--- src/hdl/ghp_pkg.sv ---
// shared codes, item record and constants for the gzip header parser
package ghp_pkg;

  // parse phases, also the byte class codes on the output
  localparam logic [2:0] PH_FIXED   = 3'd0;
  localparam logic [2:0] PH_XLEN    = 3'd1;
  localparam logic [2:0] PH_EXTRA   = 3'd2;
  localparam logic [2:0] PH_NAME    = 3'd3;
  localparam logic [2:0] PH_COMMENT = 3'd4;
  localparam logic [2:0] PH_HCRC    = 3'd5;
  localparam logic [2:0] PH_PAYLOAD = 3'd6;
  localparam logic [2:0] PH_ERROR   = 3'd7;

  // error codes
  localparam logic [1:0] ERR_NONE   = 2'd0;
  localparam logic [1:0] ERR_ID     = 2'd1;
  localparam logic [1:0] ERR_METHOD = 2'd2;
  localparam logic [1:0] ERR_CRC    = 2'd3;

  // configuration register indexes
  localparam logic CFG_HCRC_EN   = 1'b0;
  localparam logic CFG_METHOD_EN = 1'b1;

  // header constants
  localparam logic [7:0] GZ_ID1     = 8'h1f;
  localparam logic [7:0] GZ_ID2     = 8'h8b;
  localparam logic [7:0] GZ_DEFLATE = 8'd8;
  localparam logic [3:0] FIXED_LAST = 4'd9;

  // flag byte bit positions
  localparam int FLG_TEXT    = 0;
  localparam int FLG_HCRC    = 1;
  localparam int FLG_EXTRA   = 2;
  localparam int FLG_NAME    = 3;
  localparam int FLG_COMMENT = 4;

  localparam logic [31:0] CRC32_POLY = 32'hEDB88320;

  // default depth of the queue between front and back
  localparam int FIFO_DEPTH = 4;

  // classified byte handed from front to back
  typedef struct packed {
    logic [7:0] data;
    logic [2:0] cls;
    logic       last;
    logic       done;
    logic       start;
    logic [1:0] err;
    logic       text_wr;
    logic       text_val;
  } ghp_item_t;

  localparam int ITEM_W = $bits(ghp_item_t);

endpackage

--- src/hdl/ghp_front.sv ---
// front end: header phase tracking, byte classification and header crc
module ghp_front (
  input  logic                 clk,
  input  logic                 rst,
  input  logic                 in_valid,
  output logic                 in_ready,
  input  logic [7:0]           in_byte,
  input  logic                 in_start,
  input  logic                 hcrc_en,
  input  logic                 method_en,
  input  logic                 full,
  output logic                 push,
  output ghp_pkg::ghp_item_t   item
);

  logic [2:0]  phase, phase_next;
  logic [3:0]  cnt, cnt_next;
  logic [7:0]  flags, flags_next;
  logic [15:0] extra, extra_next;
  logic [31:0] crc, crc_next;
  logic [7:0]  hcrc_lo, hcrc_lo_next;

  logic [2:0]  phase_cur;
  logic [3:0]  cnt_cur;
  logic [7:0]  flags_cur;
  logic [15:0] extra_cur;
  logic [31:0] crc_cur;
  logic [7:0]  hcrc_lo_cur;
  logic [15:0] xlen_full;
  logic [15:0] extra_dec;
  logic        last, done, text_wr;
  logic [1:0]  err;

  // byte-wide crc32 update, reflected polynomial
  function automatic logic [31:0] crc32_step(input logic [31:0] crc_in, input logic [7:0] b);
    logic [31:0] c;
    c = ~crc_in ^ {24'h0, b};
    for (int k = 0; k < 8; k++) begin
      c = c[0] ? ((c >> 1) ^ ghp_pkg::CRC32_POLY) : (c >> 1);
    end
    return ~c;
  endfunction

  // first optional field present after a phase, else payload
  function automatic logic [2:0] next_phase(input logic [2:0] after, input logic [7:0] f);
    logic [2:0] r;
    r = ghp_pkg::PH_PAYLOAD;
    if (after < ghp_pkg::PH_HCRC && f[ghp_pkg::FLG_HCRC]) r = ghp_pkg::PH_HCRC;
    if (after < ghp_pkg::PH_COMMENT && f[ghp_pkg::FLG_COMMENT]) r = ghp_pkg::PH_COMMENT;
    if (after < ghp_pkg::PH_NAME && f[ghp_pkg::FLG_NAME]) r = ghp_pkg::PH_NAME;
    if (after < ghp_pkg::PH_XLEN && f[ghp_pkg::FLG_EXTRA]) r = ghp_pkg::PH_XLEN;
    return r;
  endfunction

  assign in_ready = !full;
  assign push     = in_valid && !full;

  // start of stream clears the state seen by this beat
  always_comb begin
    phase_cur   = in_start ? ghp_pkg::PH_FIXED : phase;
    cnt_cur     = in_start ? 4'd0 : cnt;
    flags_cur   = in_start ? 8'd0 : flags;
    extra_cur   = in_start ? 16'd0 : extra;
    crc_cur     = in_start ? 32'd0 : crc;
    hcrc_lo_cur = in_start ? 8'd0 : hcrc_lo;
  end

  assign xlen_full = {in_byte, extra_cur[7:0]};
  assign extra_dec = extra_cur - 16'd1;

  // phase machine
  always_comb begin
    phase_next   = phase_cur;
    cnt_next     = cnt_cur;
    flags_next   = flags_cur;
    extra_next   = extra_cur;
    hcrc_lo_next = hcrc_lo_cur;
    crc_next     = (phase_cur < ghp_pkg::PH_HCRC) ? crc32_step(crc_cur, in_byte) : crc_cur;
    last         = 1'b0;
    done         = 1'b0;
    text_wr      = 1'b0;
    err          = ghp_pkg::ERR_NONE;
    case (phase_cur)
      ghp_pkg::PH_FIXED: begin
        if ((cnt_cur == 4'd0 && in_byte != ghp_pkg::GZ_ID1) ||
            (cnt_cur == 4'd1 && in_byte != ghp_pkg::GZ_ID2)) begin
          err        = ghp_pkg::ERR_ID;
          phase_next = ghp_pkg::PH_ERROR;
        end else begin
          if (cnt_cur == 4'd2 && method_en && in_byte != ghp_pkg::GZ_DEFLATE) begin
            err        = ghp_pkg::ERR_METHOD;
            phase_next = ghp_pkg::PH_ERROR;
          end
          if (cnt_cur == 4'd3) begin
            flags_next = in_byte;
            text_wr    = 1'b1;
          end
          if (cnt_cur >= ghp_pkg::FIXED_LAST) begin
            last       = 1'b1;
            cnt_next   = 4'd0;
            phase_next = next_phase(ghp_pkg::PH_FIXED, flags_cur);
            done       = (phase_next == ghp_pkg::PH_PAYLOAD);
          end else begin
            cnt_next = cnt_cur + 4'd1;
          end
        end
      end
      ghp_pkg::PH_XLEN: begin
        if (cnt_cur == 4'd0) begin
          extra_next = {8'h00, in_byte};
          cnt_next   = 4'd1;
        end else begin
          extra_next = xlen_full;
          cnt_next   = 4'd0;
          last       = 1'b1;
          if (xlen_full != 16'd0) begin
            phase_next = ghp_pkg::PH_EXTRA;
          end else begin
            phase_next = next_phase(ghp_pkg::PH_EXTRA, flags_cur);
            done       = (phase_next == ghp_pkg::PH_PAYLOAD);
          end
        end
      end
      ghp_pkg::PH_EXTRA: begin
        extra_next = extra_dec;
        if (extra_dec == 16'd0) begin
          last       = 1'b1;
          phase_next = next_phase(ghp_pkg::PH_EXTRA, flags_cur);
          done       = (phase_next == ghp_pkg::PH_PAYLOAD);
        end
      end
      ghp_pkg::PH_NAME, ghp_pkg::PH_COMMENT: begin
        if (in_byte == 8'd0) begin
          last       = 1'b1;
          phase_next = next_phase(phase_cur, flags_cur);
          done       = (phase_next == ghp_pkg::PH_PAYLOAD);
        end
      end
      ghp_pkg::PH_HCRC: begin
        if (cnt_cur == 4'd0) begin
          hcrc_lo_next = in_byte;
          cnt_next     = 4'd1;
        end else begin
          cnt_next   = 4'd0;
          last       = 1'b1;
          done       = 1'b1;
          phase_next = ghp_pkg::PH_PAYLOAD;
          if (hcrc_en && {in_byte, hcrc_lo_cur} != crc_cur[15:0]) begin
            err        = ghp_pkg::ERR_CRC;
            phase_next = ghp_pkg::PH_ERROR;
          end
        end
      end
      default: begin
      end
    endcase
  end

  // record for the back end
  always_comb begin
    item.data     = in_byte;
    item.cls      = phase_cur;
    item.last     = last;
    item.done     = done;
    item.start    = in_start;
    item.err      = err;
    item.text_wr  = text_wr;
    item.text_val = in_byte[ghp_pkg::FLG_TEXT];
  end

  // state registers
  always_ff @(posedge clk) begin
    if (rst) begin
      phase   <= ghp_pkg::PH_FIXED;
      cnt     <= 4'd0;
      flags   <= 8'd0;
      extra   <= 16'd0;
      crc     <= 32'd0;
      hcrc_lo <= 8'd0;
    end else if (push) begin
      phase   <= phase_next;
      cnt     <= cnt_next;
      flags   <= flags_next;
      extra   <= extra_next;
      crc     <= crc_next;
      hcrc_lo <= hcrc_lo_next;
    end
  end

endmodule

--- src/hdl/ghp_fifo.sv ---
// short queue of classified bytes between front and back
module ghp_fifo #(
  parameter int Depth = ghp_pkg::FIFO_DEPTH,
  parameter int Width = ghp_pkg::ITEM_W
) (
  input  logic             clk,
  input  logic             rst,
  input  logic             wr_en,
  input  logic [Width-1:0] wr_data,
  input  logic             rd_en,
  output logic [Width-1:0] rd_data,
  output logic             full,
  output logic             empty
);

  localparam int AddrW = (Depth > 1) ? $clog2(Depth) : 1;

  logic [Width-1:0] mem [Depth];
  logic [AddrW-1:0] wr_ptr, rd_ptr;
  logic [AddrW:0]   count;

  assign full    = (count == (AddrW+1)'(Depth));
  assign empty   = (count == '0);
  assign rd_data = mem[rd_ptr];

  // storage write
  always_ff @(posedge clk) begin
    if (wr_en) begin
      mem[wr_ptr] <= wr_data;
    end
  end

  // pointers and fill level
  always_ff @(posedge clk) begin
    if (rst) begin
      wr_ptr <= '0;
      rd_ptr <= '0;
      count  <= '0;
    end else begin
      if (wr_en) begin
        wr_ptr <= (wr_ptr == AddrW'(Depth - 1)) ? '0 : wr_ptr + 1'b1;
      end
      if (rd_en) begin
        rd_ptr <= (rd_ptr == AddrW'(Depth - 1)) ? '0 : rd_ptr + 1'b1;
      end
      case ({wr_en, rd_en})
        2'b10:   count <= count + 1'b1;
        2'b01:   count <= count - 1'b1;
        default: count <= count;
      endcase
    end
  end

endmodule

--- src/hdl/ghp_back.sv ---
// back end: sticky error and text status, output register
module ghp_back (
  input  logic               clk,
  input  logic               rst,
  input  logic               item_valid,
  input  ghp_pkg::ghp_item_t item,
  output logic               pop,
  output logic               out_valid,
  input  logic               out_ready,
  output logic [7:0]         out_byte,
  output logic [2:0]         out_class,
  output logic               out_last,
  output logic               out_done,
  output logic [1:0]         out_error,
  output logic               out_text
);

  logic [1:0] err_latch, err_latch_next, err_base;
  logic       text_latch, text_latch_next;

  assign pop = item_valid && (!out_valid || out_ready);

  // first error of a member sticks, start of stream clears
  always_comb begin
    err_base        = item.start ? ghp_pkg::ERR_NONE : err_latch;
    err_latch_next  = (err_base == ghp_pkg::ERR_NONE) ? item.err : err_base;
    text_latch_next = item.text_wr ? item.text_val : (item.start ? 1'b0 : text_latch);
  end

  // status latches
  always_ff @(posedge clk) begin
    if (rst) begin
      err_latch  <= ghp_pkg::ERR_NONE;
      text_latch <= 1'b0;
    end else if (pop) begin
      err_latch  <= err_latch_next;
      text_latch <= text_latch_next;
    end
  end

  // output valid
  always_ff @(posedge clk) begin
    if (rst) begin
      out_valid <= 1'b0;
    end else if (pop) begin
      out_valid <= 1'b1;
    end else if (out_ready) begin
      out_valid <= 1'b0;
    end
  end

  // output payload
  always_ff @(posedge clk) begin
    if (pop) begin
      out_byte  <= item.data;
      out_class <= item.cls;
      out_last  <= item.last;
      out_done  <= item.done;
      out_error <= err_latch_next;
      out_text  <= text_latch_next;
    end
  end

endmodule

--- src/hdl/gzip_header_parser_core.sv ---
// top level of the gzip member header parser
//
// channel   dir  handshake              payload
// s_axis    in   tvalid/tready          tdata: data_byte; tuser: start_of_stream
// m_axis    out  tvalid/tready          tdata: byte_out, header_done, error_code,
//                                       text_flag; tuser: byte_class; tlast: field_last
// cfg       in   cfg_we                 cfg_index, cfg_data
//
// one byte per cycle unless m_axis stalls; a beat passes the queue and output register
// the front classifies and updates the byte-wide crc32 in the accepting cycle
// a queue of FifoDepth beats lets the front keep taking bytes while m_axis stalls
// s_axis_tready drops only when that queue is full
// rst is synchronous: phase machine, queue and output valid clear, both checks enable
module gzip_header_parser_core #(
  parameter int FifoDepth = ghp_pkg::FIFO_DEPTH
) (
  input  logic        clk,
  input  logic        rst,
  input  logic        s_axis_tvalid,
  output logic        s_axis_tready,
  input  logic [7:0]  s_axis_tdata,   // [7:0] data_byte
  input  logic        s_axis_tuser,   // [0] start_of_stream
  output logic        m_axis_tvalid,
  input  logic        m_axis_tready,
  output logic [15:0] m_axis_tdata,   // [7:0] byte_out, [8] header_done,
                                      // [10:9] error_code, [11] text_flag, [15:12] zero
  output logic [2:0]  m_axis_tuser,   // [2:0] byte_class
  output logic        m_axis_tlast,   // field_last
  input  logic        cfg_we,
  input  logic        cfg_index,
  input  logic        cfg_data
);

  logic               hcrc_en;
  logic               method_en;
  logic               push, pop, full, empty;
  ghp_pkg::ghp_item_t front_item, back_item;
  logic [ghp_pkg::ITEM_W-1:0] rd_bits;
  logic [7:0]         out_byte;
  logic               out_done, out_text;
  logic [1:0]         out_error;

  // configuration registers
  always_ff @(posedge clk) begin
    if (rst) begin
      hcrc_en   <= 1'b1;
      method_en <= 1'b1;
    end else if (cfg_we) begin
      case (cfg_index)
        ghp_pkg::CFG_HCRC_EN:   hcrc_en   <= cfg_data;
        ghp_pkg::CFG_METHOD_EN: method_en <= cfg_data;
        default: begin
        end
      endcase
    end
  end

  ghp_front u_front (
    .clk       (clk),
    .rst       (rst),
    .in_valid  (s_axis_tvalid),
    .in_ready  (s_axis_tready),
    .in_byte   (s_axis_tdata),
    .in_start  (s_axis_tuser),
    .hcrc_en   (hcrc_en),
    .method_en (method_en),
    .full      (full),
    .push      (push),
    .item      (front_item)
  );

  ghp_fifo #(
    .Depth (FifoDepth),
    .Width (ghp_pkg::ITEM_W)
  ) u_fifo (
    .clk     (clk),
    .rst     (rst),
    .wr_en   (push),
    .wr_data (front_item),
    .rd_en   (pop),
    .rd_data (rd_bits),
    .full    (full),
    .empty   (empty)
  );

  assign back_item = rd_bits;

  ghp_back u_back (
    .clk        (clk),
    .rst        (rst),
    .item_valid (!empty),
    .item       (back_item),
    .pop        (pop),
    .out_valid  (m_axis_tvalid),
    .out_ready  (m_axis_tready),
    .out_byte   (out_byte),
    .out_class  (m_axis_tuser),
    .out_last   (m_axis_tlast),
    .out_done   (out_done),
    .out_error  (out_error),
    .out_text   (out_text)
  );

  assign m_axis_tdata = {4'h0, out_text, out_error, out_done, out_byte};

  // a byte after an error always carries a nonzero error code
  assert property (@(posedge clk) disable iff (rst)
    m_axis_tvalid && m_axis_tuser == ghp_pkg::PH_ERROR
      |-> m_axis_tdata[10:9] != ghp_pkg::ERR_NONE)
    else $error("error-class beat without error code");

  // end of header is always the end of a field
  assert property (@(posedge clk) disable iff (rst)
    m_axis_tvalid && m_axis_tdata[8] |-> m_axis_tlast)
    else $error("header_done without field_last");

  // payload and error bytes never end a field
  assert property (@(posedge clk) disable iff (rst)
    m_axis_tvalid && (m_axis_tuser == ghp_pkg::PH_PAYLOAD || m_axis_tuser == ghp_pkg::PH_ERROR)
      |-> !m_axis_tlast)
    else $error("field_last outside the header");

endmodule
--- config.mk ---
export PLATFORM = sky130hd
export DESIGN_NAME = gzip_header_parser_core
export DESIGN_NICKNAME = d
export VERILOG_FILES = /design/src/hdl/ghp_pkg.sv /design/src/hdl/ghp_front.sv /design/src/hdl/ghp_fifo.sv /design/src/hdl/ghp_back.sv /design/src/hdl/gzip_header_parser_core.sv
export SDC_FILE = /design/constraint.sdc
export NUM_CORES = 1
export LEC_CHECK = 0
export ABC_CLOCK_PERIOD_IN_PS = 5600
export BUFFER_PORTS_ARGS = -buffer_cell sky130_fd_sc_hd__buf_2
export CAP_MARGIN = 20
export CORE_MARGIN = 5
export CORE_UTILIZATION = 30
export CTS_CLUSTER_DIAMETER = 50
export DETAILED_ROUTE_END_ITERATION = 10
export PLACE_DENSITY_LB_ADDON = 0.12
export SETUP_SLACK_MARGIN = 0.5
export SKIP_LAST_GASP = 1
export SYNTH_ARGS = -nofsm -noshare
export SYNTH_HDL_FRONTEND = slang
export SYNTH_SLANG_ARGS = --single-unit
--- constraint.sdc ---
create_clock -name clk -period 5.6 [get_ports clk]
set_clock_uncertainty 0.1 [all_clocks]
set_input_delay 1.12 -clock clk [delete_from_list [all_inputs] [get_ports clk]]
set_output_delay 1.12 -clock clk [all_outputs]
set_load 0.01 [all_outputs]
# [After elaboration in Yosys (flattened, before gate mapping)]
# Memory sizes are Yosys's and may differ from the RTL's. A register that Yosys moved wholly into a read port is not among the register bits.
# Cells that the tools add are included.
[word_totals] ff_bits=100 mem_bits_rw=72 memories=1
[mem_list] name="u_fifo.mem" depth=4 word_bits=18 rd=1 rd_ports_with_merged_regs=1 wr=1 line_no="ghp_fifo.sv:18" text="logic [Width-1:0] mem [Depth];"
[op_classes] add_sub_neg=6 order_cmp=5 n_eq_ne=21 mux=88 n_bitwise=12 reduce_logical=29
[ops] cell="$mux W32" count=10
[ops] cell="$not A13 Y14" count=8
[ops] cell="$mux W3" count=23
[ops] cell="$not A32 Y32" count=2
[ops] cell="$mux W8" count=7
[ops] cell="$mux W16" count=2
[ops] cell="$pmux W16 S2" count=1
[ops] cell="$xor A32 B8 Y32" count=1
[ops] cell="$mux W2" count=14
[ops] cell="$mux W1" count=22
[ops] cell="$eq A3 B3 Y1 const B" count=7
[ops] cell="$logic_not A16 Y1" count=1
[ops] cell="$ne A16 B16 Y1" count=1
[ops] cell="$reduce_bool A16 Y1" count=1
[ops] cell="$sub A16 B1 Y16 const B" count=1
[ops] cell="$pmux W3 S5" count=1
[ops] cell="$mux W4" count=3
[ops] cell="$logic_and A1 B1 Y1" count=11
[ops] cell="$eq A4 B2 Y1 const B" count=2
[ops] cell="$logic_not A8 Y1" count=1
[ops] cell="$ne A8 B4 Y1 const B" count=1
[ops] cell="$ne A8 B5 Y1 const B" count=1
[ops] cell="$ne A8 B8 Y1 const B" count=1
[ops] cell="$pmux W4 S2" count=1
[ops] cell="26 further kinds" count=38

# [Depth between registers and ports, before layout]
# Gate-level depths: netlist of run 1.
[depth] depth_word=21 depth_mapped=15 ltp_nobuf=11

# [Modules after synthesis]
# From an unflattened synthesis of run 1, not the netlist that was laid out.
[hier_totals] cells_unflattened=890 area_unflattened_um2=9146.3
[modules_own_cells] module="ghp_front" n_inst=1 cells_per_inst=693 area_each_um2=5246.3 seq_area_each_um2=1341.3
[modules_own_cells] module="ghp_fifo" n_inst=1 cells_per_inst=142 area_each_um2=3086.7 seq_area_each_um2=2342.2
[modules_own_cells] module="ghp_back" n_inst=1 cells_per_inst=39 area_each_um2=683.2 seq_area_each_um2=560.5
[modules_own_cells] module="gzip_header_parser_core" n_inst=1 cells_per_inst=16 area_each_um2=130.1 seq_area_each_um2=40.0

# [Least setup slack after synthesis of run 1]
# Ideal clock, no wire load.
[synth_path] path_kind="input -> register" start="in s_axis_tuser" end="mem u_fifo.mem[0][6] in the netlist's numbering, data pin" setup_time_ns=0.146 arrival_ns=4.239 required_time_ns=5.354 setup_slack_ns=1.115 cell_stages=15 path_cell_list="clkbuf_1 > clkbuf_1 > buf_2 > buf_2 > buf_1 > nor2b_1 > inv_1 > ha_1 > nor3b_1 > nand3_1 > xnor2_1 > nand2b_1 > or2_1 > or3_4 > nand2_1"
[synth_rtl] element="from (decl)" line_no="gzip_header_parser_core.sv:22" text="input logic s_axis_tuser,"
[synth_rtl] element="to (decl)" line_no="ghp_fifo.sv:18"

# [Worst setup path after layout of run 1]
[layout_path] start="in s_axis_tuser" end="reg u_front.flags[2]"
[layout_via] elab_chain_len=6
[layout_rtl] element="$mux W4" line_no="ghp_front.sv:61" text="cnt_cur = in_start ? 4'd0 : cnt;"
[layout_rtl] element="$eq A4 B1 Y1 / $logic_not A4 Y1 (equally long branches)" line_no="ghp_front.sv:86, ghp_front.sv:85"
[layout_rtl] element="$logic_and A1 B1 Y1, on equally long branches" line_no="ghp_front.sv:86, ghp_front.sv:85"
[layout_rtl] element="$logic_or A1 B1 Y1" line_no="ghp_front.sv:85" text="if ((cnt_cur == 4'd0 && in_byte != ghp_pkg::GZ_ID1) ||"
[layout_rtl] element="$mux W8" line_no="ghp_front.sv:85"
[layout_rtl] element="$mux W8 (*)" line_no="ghp_front.sv:83" text="case (phase_cur)"
[layout_rtl] element="to (signal assigned)" line_no="ghp_front.sv:183" text="flags <= flags_next;"
[layout_rtl] element="to (decl)" line_no="ghp_front.sv:18" text="logic [7:0] flags, flags_next;"
# Mark *: on every way between the ends. The rest lies on a longest branch, timed or not.
# A chain may end at the register's enable or synchronous reset.

==> results of run 1 <==
## kinds of logic after synthesis
family	share of synthesized area, %
compound gates	14.4
xor+xnor	11.0
fa+ha+maj	2.05
buf+inv	4.45
flops	46.8
mux	4.97
other cells	0.0421
simple gates	16.3
## critical path, stage by stage
cell and delay (ns):
sky130_fd_sc_hd__buf_2 0.17, sky130_fd_sc_hd__inv_1 0.09, sky130_fd_sc_hd__buf_4 0.27, sky130_fd_sc_hd__nand2_1 0.16, sky130_fd_sc_hd__ha_1 0.27, sky130_fd_sc_hd__nor4b_1 0.31
sky130_fd_sc_hd__a31oi_1 0.07, sky130_fd_sc_hd__o221ai_1 0.71, sky130_fd_sc_hd__nand4_1 0.35, sky130_fd_sc_hd__nor3_1 0.42, sky130_fd_sc_hd__a22o_1 0.21
## power breakdown
group / total (mW) / internal (mW) / switching (mW)
clock network: 1.15 / 0.589 / 0.560
registers: 1.77 / 1.56 / 0.207
logic: 1.61 / 0.720 / 0.885
total: 4.53 / 2.87 / 1.65
## flip-flops by register name, summed over array words and instances (netlist names), 3 cells and up, named ones only
name              cells
u_back.out_byte       8
u_back.out_class      3
u_fifo.count          3
u_fifo.mem           68
u_front.cnt           4
u_front.crc          32
u_front.extra        16
u_front.flags         4
u_front.hcrc_lo       8
u_front.phase         3
## metal layers
layer / share of wire (%) / up-vias / global-route usage [%]
met5: 0 / - / 0
met4: 1.7 / 0 / 4.47
met1: 48 / 3154 / 20.5
li1: - / 3203 / -
met3: 4.1 / 28 / 2.49
met2: 46 / 160 / 23.2
## cell usage after synthesis (all sizes together) (6+ instances only)
library cell	instances	area, um^2
clkbuf	55	209
a211oi	23	173
or3	6	42.5
a22o	8	70.1
edfxtp	84	2520
mux4	16	360
nand3	10	50.1
or4	7	61.3
xor2	19	166
inv	23	86.3
a21oi	46	230
nand2b	14	87.6
nand2	71	267
nand4	7	43.8
mux2i	6	60.1
buf	17	97.6
o21ai	45	225
ha	13	163
a22oi	16	120
nor2	104	390
a31oi	7	50.1
nor3	17	90.1
xnor2	87	769
and3	7	43.8
nor2b	19	119
dfxtp	82	1640
## final cells by class
class / count / area, um^2 / share of cell area (%)
multi-input combinational: 638 / 4360 / 43.8
clock inverter: 14 / 136 / 1.37
inverter: 24 / 90.1 / 0.904
sequential: 166 / 4160 / 41.8
clock buffer: 18 / 429 / 4.31
tap: 390 / 488 / 4.90
timing repair buffer: 47 / 295 / 2.96
## final timing paths
check / endpoint / slack (ns) / cells past startpoint / start
hold / removal: u_front.crc[30]$_SDFFE_PP0P_ / 0.35 / 2 / u_front.crc[30]$_SDFFE_PP0P_
hold reg to reg: u_front.crc[30]$_SDFFE_PP0P_ / 0.35 / 2 / u_front.crc[30]$_SDFFE_PP0P_
setup reg to reg: u_fifo.mem[3][5]$_DFFE_PP_ / 2.30 / 11 / u_front.extra[0]$_SDFFE_PP0P_
setup / recovery: u_front.flags[2]$_SDFFE_PP0P_ / 1.70 / 11 / s_axis_tuser
==> impl_metrics.prom, run 1 <==
# TYPE chip_impl_metric gauge
chip_impl_info{name="outcome",value="completed"} 1
chip_impl_metric{name="filler_cell_count",unit=""} 3037
chip_impl_info{name="rsz0062_at_grt",value="false"} 1
chip_impl_metric{name="worst-endpoint-required",unit="ns"} 5.86
chip_impl_metric{name="maximum_number_of_pins_on_one_net_before_global_route_repair",unit=""} 72
chip_impl_metric{name="design.final.nets",unit=""} 924
chip_impl_metric{name="clock_tree.htree_level_count",unit=""} 4
chip_impl_metric{name="grt_pass1_wl",unit="um"} 38200
chip_impl_metric{name="final_util",unit="%"} 33.8
chip_impl_metric{name="post-route-drc-count",unit=""} 0
chip_impl_metric{name="timing.final.ws_setup",unit="ns"} 1.70
chip_impl_info{name="synth_top_flop_cell",value="sky130_fd_sc_hd__edfxtp_1"} 1
chip_impl_metric{name="cts.repair.resized",unit=""} 0
chip_impl_metric{name="timing.slew.headroom",unit="%"} 26.8
chip_impl_metric{name="place.port_buffers",unit=""} 33
chip_impl_metric{name="cts_setup_buffers",unit=""} 0
chip_impl_metric{name="clockBufferDepth",unit=""} 2
chip_impl_metric{name="layout-drive-gt1-share",unit="%"} 12.3
chip_impl_metric{name="post-route-cell-area",unit="um^2"} 9960
chip_impl_metric{name="first_global_vias",unit=""} 6339
chip_impl_metric{name="overflow",unit=""} 0
chip_impl_metric{name="crit_fanout",unit=""} 21
chip_impl_info{name="clk_root_buffer_cell",value="sky130_fd_sc_hd__clkbuf_16"} 1
chip_impl_metric{name="async_flop_share",unit="%"} 0
chip_impl_metric{name="cap_viol_max_count",unit=""} 0
chip_impl_metric{name="grt_antenna_before_repair",unit=""} 0
chip_impl_metric{name="synth_enable_flop_cells",unit=""} 84
chip_impl_metric{name="worst_pin_slew",unit="ns"} 1.09
chip_impl_metric{name="synth.cell_area",unit="um^2"} 8900
chip_impl_metric{name="yosysWarningCount",unit=""} 0
chip_impl_metric{name="clk_latency",unit="ns"} 0.43
chip_impl_metric{name="num_rows",unit=""} 63
chip_impl_metric{name="dr.first_iter.drc_count",unit=""} 506
chip_impl_info{name="timing.setup.critical_path_class",value="in -> reg"} 1
chip_impl_metric{name="yosys_register_bits",unit=""} 166
chip_impl_metric{name="wirelength",unit="um"} 24200
chip_impl_metric{name="cts_made_buffers",unit=""} 17
chip_impl_metric{name="placement.setup.worst_slack",unit="ns"} 1.36
chip_impl_info{name="final_common_cell",value="sky130_fd_sc_hd__nor2_1"} 1
chip_impl_metric{name="dp_hpwl",unit="um"} 15700
chip_impl_metric{name="fin_max_slew_vios",unit=""} 0
chip_impl_metric{name="vias",unit=""} 6545
chip_impl_metric{name="fmaxAchievable",unit="MHz"} 257
chip_impl_info{name="critPathLaunchType",value="input pin"} 1
chip_impl_metric{name="design_power_total",unit="mW"} 4.53
chip_impl_metric{name="seq_area_frac_synth",unit="%"} 46.8
chip_impl_metric{name="avgSynthCellArea",unit="um^2"} 9.93
chip_impl_metric{name="boundaryPins",unit=""} 38
chip_impl_metric{name="gp_congestion",unit=""} 0.854
chip_impl_metric{name="netlist-cell-type-count",unit=""} 81
chip_impl_metric{name="final_cell_count_no_fill",unit=""} 1297
chip_impl_metric{name="area_delta_synth_final",unit="%"} 11.9
chip_impl_metric{name="hold_viol_final",unit=""} 0
chip_impl_metric{name="whs",unit="ns"} 0.352
chip_impl_metric{name="layout_worst_path_cycle_share",unit="%"} 69.6
chip_impl_metric{name="placed_cells",unit=""} 1264
chip_impl_metric{name="ctsHoldBuffers",unit=""} 0
chip_impl_metric{name="cp.arrival",unit="ns"} 4.16
chip_impl_metric{name="synthCells",unit=""} 897
chip_impl_metric{name="dieArea",unit="um^2"} 33200
chip_impl_metric{name="cellLeakagePower",unit="nW"} 3.45
chip_impl_metric{name="worst_setup_hold_path_clk_slew",unit="ns"} 0.07
chip_impl_metric{name="chipWidth",unit="um"} 182
chip_impl_metric{name="insertedDiodeCount",unit=""} 0
chip_impl_info{name="hold_path_class",value="reg -> reg"} 1
chip_impl_metric{name="vdd_ir_drop_max",unit="mV"} 0.206
chip_impl_metric{name="fp.dieH",unit="um"} 182
chip_impl_metric{name="floorplan.initialDensity",unit="%"} 30.2
chip_impl_info{name="worst_setup_path_end_kind",value="register"} 1
chip_impl_metric{name="ant_nets",unit=""} 0
chip_impl_info{name="tritoncts",value="done"} 1
chip_impl_metric{name="cellPowerDensity",unit="nW/um^2"} 454
chip_impl_metric{name="routedWlPerCell",unit="um"} 18.7
chip_impl_metric{name="tns",unit="ns"} 0
chip_impl_metric{name="grt_use_total",unit="%"} 14.6
chip_impl_metric{name="post_dp_cell_area",unit="um^2"} 9380
chip_impl_metric{name="route.detailed.vias_per_inst",unit=""} 5.05
chip_impl_metric{name="detailedRoute.firstPassIterationCount",unit=""} 6
chip_impl_metric{name="core-area",unit="um^2"} 29500
chip_impl_metric{name="cts.sink_count",unit=""} 166
chip_impl_metric{name="setup-violations-final",unit=""} 0
chip_impl_metric{name="final_period_minus_worst_setup_slack",unit="ns"} 3.90
chip_impl_info{name="commonest_cells_after_routing_fill_and_taps_aside",value="sky130_fd_sc_hd__nor2_1 (104), sky130_fd_sc_hd__xnor2_1 (86), sky130_fd_sc_hd__edfxtp_1 (84)"} 1
Note: power is estimated with default switching activity, not from simulation.
==> run 2, diff against run 1 <==
--- a/config.mk
+++ b/config.mk
@@ -5,7 +5,8 @@
 export SDC_FILE = /design/constraint.sdc
 export NUM_CORES = 1
 export LEC_CHECK = 0
-export ABC_CLOCK_PERIOD_IN_PS = 5600
+export ABC_AREA = 1
+export ABC_CLOCK_PERIOD_IN_PS = 3500
 export BUFFER_PORTS_ARGS = -buffer_cell sky130_fd_sc_hd__buf_2
 export CAP_MARGIN = 20
 export CORE_MARGIN = 5
==> constraint.sdc (replaced) <==
create_clock -name clk -period 3.5 [get_ports clk]
set_clock_uncertainty 0.1 [all_clocks]
set_input_delay 0.7 -clock clk [delete_from_list [all_inputs] [get_ports clk]]
set_output_delay 0.7 -clock clk [all_outputs]
set_load 0.01 [all_outputs]
==> run 2 against run 1 <==
Synthesized area increased by 8.5%. Sequential cell count unchanged. Wire length increased by 20%. Global-route usage increased by 1.5 points. Critical path depth increased by 2. First-iteration DRC count increased by 10%. Critical endpoint is now u_front.extra[4]$_SDFFE_PP0P_.
==> impl_metrics.prom, run 2 <==
# TYPE chip_impl_metric gauge
chip_impl_metric{name="cellLeakagePower",unit="nW"} 4.70
chip_impl_metric{name="gp_congestion",unit=""} 0.874
chip_impl_metric{name="area_share_of_xor_xnor_cells_in_the_synthesized_design",unit="%"} 5.34
chip_impl_metric{name="design.final.nets",unit=""} 1329
chip_impl_metric{name="seq_area_frac_synth",unit="%"} 43.1
chip_impl_info{name="critPathLaunchType",value="input pin"} 1
chip_impl_metric{name="fp.dieH",unit="um"} 189
chip_impl_info{name="yosysTopAreaCell",value="sky130_fd_sc_hd__edfxtp_1"} 1
chip_impl_metric{name="post_dp_cell_area",unit="um^2"} 10300
chip_impl_metric{name="grt_antenna_before_repair",unit=""} 0
chip_impl_metric{name="place.port_buffers",unit=""} 33
chip_impl_metric{name="post_synth_fa_ha_maj_area_fraction",unit="%"} 1.89
chip_impl_metric{name="wirelength",unit="um"} 29000
chip_impl_metric{name="area_delta_synth_final",unit="%"} 12.6
chip_impl_info{name="clk_root_buffer_cell",value="sky130_fd_sc_hd__clkbuf_16"} 1
chip_impl_info{name="gr-max-usage-layer",value="met2"} 1
chip_impl_metric{name="vdd_ir_drop_max",unit="mV"} 0.360
chip_impl_info{name="post_synth_main_area_contributors",value="sky130_fd_sc_hd__edfxtp_1 (26%), sky130_fd_sc_hd__dfxtp_1 (17%), sky130_fd_sc_hd__nand2_1 (11%)"} 1
chip_impl_metric{name="num_rows",unit=""} 65
chip_impl_metric{name="boundaryPins",unit=""} 38
chip_impl_info{name="final_common_cell",value="sky130_fd_sc_hd__nand2_1"} 1
chip_impl_metric{name="synth_compound_gate_area_share",unit="%"} 17.7
chip_impl_metric{name="core-area",unit="um^2"} 31600
chip_impl_metric{name="synthCells",unit=""} 1272
chip_impl_metric{name="dieArea",unit="um^2"} 35900
chip_impl_metric{name="tns",unit="ns"} 0
chip_impl_info{name="synth_top_flop_cell",value="sky130_fd_sc_hd__edfxtp_1"} 1
chip_impl_metric{name="cp.arrival",unit="ns"} 2.90
chip_impl_info{name="reg_top3",value="u_fifo.mem (68), u_front.crc (32), u_front.extra (16)"} 1
chip_impl_metric{name="ctsHoldBuffers",unit=""} 0
chip_impl_metric{name="post-synth-top-area-fraction",unit="%"} 26.1
chip_impl_info{name="outcome",value="completed"} 1
chip_impl_metric{name="timing.slew.headroom",unit="%"} 57.1
chip_impl_metric{name="cellPowerDensity",unit="nW/um^2"} 674
chip_impl_metric{name="clockBufferDepth",unit=""} 2
chip_impl_metric{name="avgSynthCellArea",unit="um^2"} 7.59
chip_impl_metric{name="layout-drive-gt1-share",unit="%"} 11.1
chip_impl_metric{name="fmaxAchievable",unit="MHz"} 382
chip_impl_metric{name="chipWidth",unit="um"} 189
chip_impl_metric{name="insertedDiodeCount",unit=""} 0
chip_impl_metric{name="setup.reg_to_reg.worst_slack",unit="ns"} 1.15
chip_impl_metric{name="yosys_register_bits",unit=""} 166
chip_impl_metric{name="setup-violations-final",unit=""} 0
chip_impl_info{name="crit_path_end",value="u_front.extra[4]$_SDFFE_PP0P_"} 1
chip_impl_metric{name="placed_cells",unit=""} 1682
chip_impl_metric{name="clk_latency",unit="ns"} 0.44
chip_impl_metric{name="fin_max_slew_vios",unit=""} 0
chip_impl_metric{name="layout_worst_path_cycle_share",unit="%"} 74.8
chip_impl_metric{name="met3_global_route_usage",unit="%"} 2.47
chip_impl_metric{name="route.detailed.vias_per_inst",unit=""} 4.91
chip_impl_metric{name="overflow",unit=""} 0
chip_impl_info{name="commonest_cells_after_routing_fill_and_taps_aside",value="sky130_fd_sc_hd__nand2_1 (289), sky130_fd_sc_hd__nor2_1 (137), sky130_fd_sc_hd__inv_1 (135)"} 1
chip_impl_metric{name="post-route-cell-area",unit="um^2"} 10900
chip_impl_metric{name="synth_enable_flop_cells",unit=""} 84
chip_impl_metric{name="post-route-drc-count",unit=""} 0
chip_impl_metric{name="cts.repair.resized",unit=""} 0
chip_impl_metric{name="whs",unit="ns"} 0.356
chip_impl_metric{name="worst_pin_slew",unit="ns"} 0.641
chip_impl_metric{name="floorplan.initialDensity",unit="%"} 30.5
chip_impl_metric{name="async_flop_share",unit="%"} 0
chip_impl_metric{name="placement.setup.worst_slack",unit="ns"} 0.437
chip_impl_info{name="synth_top_family_by_area",value="simple AND/OR/NAND/NOR gates"} 1
chip_impl_info{name="synth_commonest_cells",value="sky130_fd_sc_hd__nand2_1 (290), sky130_fd_sc_hd__nor2_1 (138), sky130_fd_sc_hd__inv_1 (135)"} 1
chip_impl_info{name="regMostFlops",value="u_fifo.mem"} 1
chip_impl_metric{name="cts.sink_count",unit=""} 166
chip_impl_metric{name="grt_use_total",unit="%"} 16.2
chip_impl_metric{name="crit_fanout",unit=""} 38
chip_impl_metric{name="netlist-cell-type-count",unit=""} 52
chip_impl_metric{name="synth_simple_gate_area_share",unit="%"} 22.9
chip_impl_info{name="worstSetupStartpoint",value="s_axis_tuser"} 1
chip_impl_metric{name="routedWlPerCell",unit="um"} 16.9
chip_impl_info{name="rsz0062_at_grt",value="false"} 1
chip_impl_metric{name="timing.final.ws_setup",unit="ns"} 0.881
chip_impl_info{name="worst_setup_path_end_kind",value="register"} 1
chip_impl_metric{name="synthMuxAreaShare",unit="%"} 0
chip_impl_info{name="tritoncts",value="done"} 1
chip_impl_metric{name="dp_hpwl",unit="um"} 19500
chip_impl_info{name="worstReg2RegEnd",value="u_front.cnt[0]$_SDFFE_PP0P_"} 1
chip_impl_metric{name="cap_viol_max_count",unit=""} 0
chip_impl_metric{name="final_period_minus_worst_setup_slack",unit="ns"} 2.62
chip_impl_metric{name="first_global_vias",unit=""} 7883
chip_impl_metric{name="ant_nets",unit=""} 0
chip_impl_metric{name="grt.met2_usage",unit="%"} 26.4
chip_impl_info{name="timing.setup.critical_path_class",value="in -> reg"} 1
chip_impl_info{name="top_count_cell_post_synth",value="sky130_fd_sc_hd__nand2_1"} 1
chip_impl_metric{name="cts_made_buffers",unit=""} 17
chip_impl_metric{name="maximum_number_of_pins_on_one_net_before_global_route_repair",unit=""} 55
chip_impl_metric{name="clock_tree.htree_level_count",unit=""} 4
chip_impl_metric{name="vias",unit=""} 8423
chip_impl_metric{name="final_cell_count_no_fill",unit=""} 1714
chip_impl_info{name="timing.rr.start",value="u_front.phase[2]$_SDFFE_PP0P_"} 1
chip_impl_metric{name="yosysWarningCount",unit=""} 0
chip_impl_metric{name="detailedRoute.firstPassIterationCount",unit=""} 7
chip_impl_metric{name="hold_viol_final",unit=""} 0
chip_impl_metric{name="gr-usage-met1",unit="%"} 22.4
chip_impl_metric{name="max_ffs_per_register",unit=""} 68
chip_impl_metric{name="dr.first_iter.drc_count",unit=""} 558
chip_impl_metric{name="final_util",unit="%"} 34.4
chip_impl_metric{name="worst-endpoint-required",unit="ns"} 3.78
chip_impl_info{name="hold_path_class",value="reg -> reg"} 1
chip_impl_metric{name="cts_setup_buffers",unit=""} 0
chip_impl_metric{name="design_power_total",unit="mW"} 7.33
chip_impl_metric{name="worst-r2r-cell-count",unit=""} 11
chip_impl_metric{name="worst_setup_hold_path_clk_slew",unit="ns"} 0.08
chip_impl_metric{name="grt_pass1_wl",unit="um"} 45400
chip_impl_metric{name="synth.cell_area",unit="um^2"} 9660
-- run 2: area by class of cell --
class                   instances  area (um^2)
inverters                     143          539
fillers                      3295        20800
clock inverters                14          155
clock buffers                  18          429
flip-flops and latches        166         4160
well taps                     402          503
repair buffers                 66          438
multi-input cells             905         4650
-- run 2: how the worst min path moves through the flow --
stage / start / endpoint / slack (ns) / cells past startpoint
floorplan: u_fifo.count[0]$_SDFFE_PP0P_ / u_fifo.count[0]$_SDFFE_PP0P_ / 0.32 / 1
global placement: u_fifo.count[0]$_SDFFE_PP0P_ / u_fifo.count[0]$_SDFFE_PP0P_ / 0.34 / 1
detailed placement: u_fifo.count[0]$_SDFFE_PP0P_ / u_fifo.count[0]$_SDFFE_PP0P_ / 0.34 / 1
CTS: u_fifo.count[0]$_SDFFE_PP0P_ / u_fifo.count[0]$_SDFFE_PP0P_ / 0.36 / 1
global route: u_front.crc[21]$_SDFFE_PP0P_ / u_front.crc[21]$_SDFFE_PP0P_ / 0.39 / 2
finish: u_fifo.count[0]$_SDFFE_PP0P_ / u_fifo.count[0]$_SDFFE_PP0P_ / 0.36 / 1
-- run 2: kinds of logic after synthesis --
logic type | after synthesis
and+or+nand+nor | 530
AOI/OAI and AO/OA | 305
buffers and inverters | 204
DFF | 166
xor gates and xnor gates | 52
adders and majority gates | 14
other | 1
-- run 2: report_power, final --
group	switching (mW)	total, mW	internal, mW	leakage [nW]
sequential	0.161	2.68	2.52	1.47
combinational	1.84	2.72	0.887	2.96
clock	0.906	1.92	1.02	0.280
-- run 2: per-layer routing --
metal | vias to the layer above | part of all wire, %
li1 | 4275 | -
met1 | 3927 | 48
met2 | 190 | 46
met3 | 31 | 3.9
met4 | 0 | 1.5
met5 | - | 0
-- run 2: worst max-delay path, stage by stage --
cell and delay (ns):
sky130_fd_sc_hd__buf_2 0.14, sky130_fd_sc_hd__buf_12 0.23, sky130_fd_sc_hd__nor2_1 0.12, sky130_fd_sc_hd__inv_1 0.13, sky130_fd_sc_hd__ha_1 0.16, sky130_fd_sc_hd__inv_1 0.05
sky130_fd_sc_hd__nor2_2 0.21, sky130_fd_sc_hd__inv_2 0.10, sky130_fd_sc_hd__nor2_1 0.52, sky130_fd_sc_hd__inv_1 0.12, sky130_fd_sc_hd__o21ai_0 0.18, sky130_fd_sc_hd__o221ai_1 0.14
sky130_fd_sc_hd__inv_1 0.08
==> run 3, diff against run 2 <==
--- a/config.mk
+++ b/config.mk
@@ -6,7 +6,7 @@
 export NUM_CORES = 1
 export LEC_CHECK = 0
 export ABC_AREA = 1
-export ABC_CLOCK_PERIOD_IN_PS = 3500
+export ABC_CLOCK_PERIOD_IN_PS = 2210
 export BUFFER_PORTS_ARGS = -buffer_cell sky130_fd_sc_hd__buf_2
 export CAP_MARGIN = 20
 export CORE_MARGIN = 5
==> constraint.sdc (replaced) <==
create_clock -name clk -period 2.21 [get_ports clk]
set_clock_uncertainty 0.1 [all_clocks]
set_input_delay 0.442 -clock clk [delete_from_list [all_inputs] [get_ports clk]]
set_output_delay 0.442 -clock clk [all_outputs]
set_load 0.01 [all_outputs]
==> run 3 against run 2 <==
Sequential power grew 60%. Worst setup slack lost 0.66 ns. Sequential cell count is the same. Sequential share of layout area shrank 9.6 points. Final cell count grew 15%. Via count grew 13%. Die area is the same. Final area grew 34%. Count of clock-buffer cells in the layout is the same. Worst hold slack lost 0.20 ns. Critical endpoint is now u_fifo.mem[1][5]$_DFFE_PP_. Largest cell class unchanged.
==> impl_metrics.prom, run 3 (same netlist as run 2, synthesis figures left out) <==
# TYPE chip_impl_metric gauge
chip_impl_metric{name="setup.reg_to_reg.worst_slack",unit="ns"} 0.22
chip_impl_metric{name="tns",unit="ns"} 0
chip_impl_metric{name="detailedRoute.firstPassIterationCount",unit=""} 5
chip_impl_metric{name="max_ffs_per_register",unit=""} 68
chip_impl_metric{name="chipWidth",unit="um"} 189
chip_impl_metric{name="post-route-drc-count",unit=""} 0
chip_impl_metric{name="fin_max_slew_vios",unit=""} 0
chip_impl_info{name="final_common_cell",value="sky130_fd_sc_hd__nand2_1"} 1
chip_impl_info{name="critical_path.top_delay_family",value="simple AND/OR/NAND/NOR gates"} 1
chip_impl_metric{name="dp_hpwl",unit="um"} 22300
chip_impl_metric{name="floorplan.initialDensity",unit="%"} 30.5
chip_impl_metric{name="worst_pin_slew",unit="ns"} 0.587
chip_impl_metric{name="gp_congestion",unit=""} 0.860
chip_impl_metric{name="timing.critical_path.slowest_cell_delay",unit="ns"} 0.35
chip_impl_metric{name="cap_viol_max_count",unit=""} 0
chip_impl_info{name="regMostFlops",value="u_fifo.mem"} 1
chip_impl_metric{name="timing.final.ws_setup",unit="ns"} 0.220
chip_impl_info{name="cell_repeated_most_along_the_worst_path",value="sky130_fd_sc_hd__nand2_1"} 1
chip_impl_info{name="outcome",value="completed"} 1
chip_impl_metric{name="worst-path-stages",unit=""} 12
chip_impl_metric{name="design.final.nets",unit=""} 1579
chip_impl_metric{name="area_delta_synth_final",unit="%"} 51.2
chip_impl_metric{name="placement.setup.worst_slack",unit="ns"} -0.301
chip_impl_info{name="timing.setup.critical_path_class",value="reg -> reg"} 1
chip_impl_metric{name="ctsHoldBuffers",unit=""} 0
chip_impl_metric{name="fp.dieH",unit="um"} 189
chip_impl_info{name="clk_root_buffer_cell",value="sky130_fd_sc_hd__clkbuf_16"} 1
chip_impl_metric{name="grt_antenna_before_repair",unit=""} 0
chip_impl_info{name="slowest_stage_cell_cp",value="sky130_fd_sc_hd__dfxtp_1"} 1
chip_impl_metric{name="clock_tree.htree_level_count",unit=""} 4
chip_impl_metric{name="place.port_buffers",unit=""} 33
chip_impl_info{name="commonest_cells_after_routing_fill_and_taps_aside",value="sky130_fd_sc_hd__nand2_1 (241), sky130_fd_sc_hd__buf_4 (200), sky130_fd_sc_hd__nor2_1 (110)"} 1
chip_impl_metric{name="timing.slew.headroom",unit="%"} 60.9
chip_impl_info{name="rsz0062_at_grt",value="true"} 1
chip_impl_metric{name="vias",unit=""} 9476
chip_impl_metric{name="hold_viol_final",unit=""} 0
chip_impl_metric{name="min_delay_path_depth",unit=""} 3
chip_impl_info{name="tritoncts",value="done"} 1
chip_impl_metric{name="cellPowerDensity",unit="nW/um^2"} 958
chip_impl_metric{name="routedWlPerCell",unit="um"} 16.8
chip_impl_metric{name="clockBufferDepth",unit=""} 2
chip_impl_metric{name="num_rows",unit=""} 65
chip_impl_metric{name="first_global_vias",unit=""} 9265
chip_impl_metric{name="crit_fanout",unit=""} 4
chip_impl_metric{name="overflow",unit=""} 0
chip_impl_info{name="hold_path_class",value="in -> reg"} 1
chip_impl_metric{name="grt_use_total",unit="%"} 18.4
chip_impl_metric{name="maximum_number_of_pins_on_one_net_before_global_route_repair",unit=""} 42
chip_impl_metric{name="post_dp_cell_area",unit="um^2"} 12100
chip_impl_metric{name="worst_setup_hold_path_clk_slew",unit="ns"} 0.08
chip_impl_metric{name="cts_made_buffers",unit=""} 17
chip_impl_metric{name="insertedDiodeCount",unit=""} 0
chip_impl_info{name="cp_cell_sequence",value="o21ai_1 > nand2_1 > nor2_1 > nand2_1 > nand2_1 > nand2_1 > nand3_1 > nor2_2 > nand3_2 > nand2_2 > nand3_2 > nand3_2"} 1
chip_impl_metric{name="cts.sink_count",unit=""} 166
chip_impl_metric{name="design_power_total",unit="mW"} 14.0
chip_impl_metric{name="vdd_ir_drop_max",unit="mV"} 0.566
chip_impl_metric{name="worst-r2r-cell-count",unit=""} 12
chip_impl_metric{name="boundaryPins",unit=""} 38
chip_impl_metric{name="fmaxAchievable",unit="MHz"} 503
chip_impl_metric{name="layout_worst_path_cycle_share",unit="%"} 90.0
chip_impl_info{name="worst_setup_path_end_kind",value="register"} 1
chip_impl_metric{name="final_period_minus_worst_setup_slack",unit="ns"} 1.99
chip_impl_metric{name="cp.arrival",unit="ns"} 2.06
chip_impl_metric{name="clk_latency",unit="ns"} 0.44
chip_impl_metric{name="dr.first_iter.drc_count",unit=""} 508
chip_impl_metric{name="wirelength",unit="um"} 33100
chip_impl_metric{name="setup-violations-final",unit=""} 0
chip_impl_metric{name="route.detailed.vias_per_inst",unit=""} 4.82
chip_impl_metric{name="worst-endpoint-required",unit="ns"} 2.28
chip_impl_metric{name="dieArea",unit="um^2"} 35900
chip_impl_metric{name="ant_nets",unit=""} 0
chip_impl_metric{name="cellLeakagePower",unit="nW"} 6.37
chip_impl_info{name="reg_top3",value="u_fifo.mem (68), u_front.crc (32), u_front.extra (16)"} 1
chip_impl_metric{name="post-route-cell-area",unit="um^2"} 14600
chip_impl_metric{name="layout-drive-gt1-share",unit="%"} 39.2
chip_impl_info{name="critPathLaunchType",value="register"} 1
chip_impl_metric{name="core-area",unit="um^2"} 31600
chip_impl_metric{name="cp_num_buf_inv",unit=""} 0
chip_impl_metric{name="grt_pass1_wl",unit="um"} 51800
chip_impl_metric{name="final_util",unit="%"} 46.1
[run 3: cell types whose count changed in the layout (fill, tap and decap cells not counted), sizes merged]
cell	delta
bufinv	-1
bufbuf	+2
clkinv	+9
buf	+247
inv	-4
clkinvlp	-3
[run 3: what timing repair did]
action                     4_1_cts  5_1_grt
setup buffers                   40       23
cloned                           3        0
pin swaps                       82       85
setup endpoints to repair      142      145
gates resized for setup        213      143
[run 3: power by group]
| group | switching [mW] | leakage (nW) | internal (mW) |
|---|---|---|---|
| clock network | 1.48 | 0.286 | 1.52 |
| registers | 0.293 | 1.47 | 4.01 |
| logic | 3.74 | 4.62 | 2.95 |
| total | 5.51 | 6.37 | 8.48 |
[run 3: worst min-delay path: cells and delay by family]
kind / cells / cell delay [ns]
buf+inv: 1 / 0.09
simple gates: 2 / 0.13
[run 3: area by class of cell]
class | count | area [um^2]
Tap cell | 402 | 503
Timing Repair Buffer | 315 | 2830
Inverter | 143 | 589
Clock buffer | 18 | 429
Multi-Input combinational cell | 905 | 5890
Fill cell | 3101 | 17000
Sequential cell | 166 | 4190
Clock inverter | 14 | 155
Timing Repair inverter | 1 | 6.26
[run 3: path summary, 6_finish.rpt]
check | end | start
max | u_fifo.mem[1][5]$_DFFE_PP_ | u_front.extra[7]$_SDFFE_PP0P_
min | method_en$_SDFFE_PP1P_ | cfg_data
max reg2reg | u_fifo.mem[1][5]$_DFFE_PP_ | u_front.extra[7]$_SDFFE_PP0P_
min reg2reg | u_front.crc[22]$_SDFFE_PP0P_ | u_front.crc[22]$_SDFFE_PP0P_
[run 3: metrics by stage]
step | cells | hold WS (ns)
global placement | 1866 | 0.344
finish | 1964 | 0.155
CTS | 1941 | 0.137
floorplan | 1275 | 0.322
detailed placement | 1866 | 0.346
global route | 1964 | 0.165
[run 3: layer usage]
metal | share of wire [%] | GRT usage (%)
met1 | 47 | 24.8
met2 | 48 | 30.7
met3 | 3.2 | 2.84
met4 | 2.0 | 5.34
met5 | 0 | 0
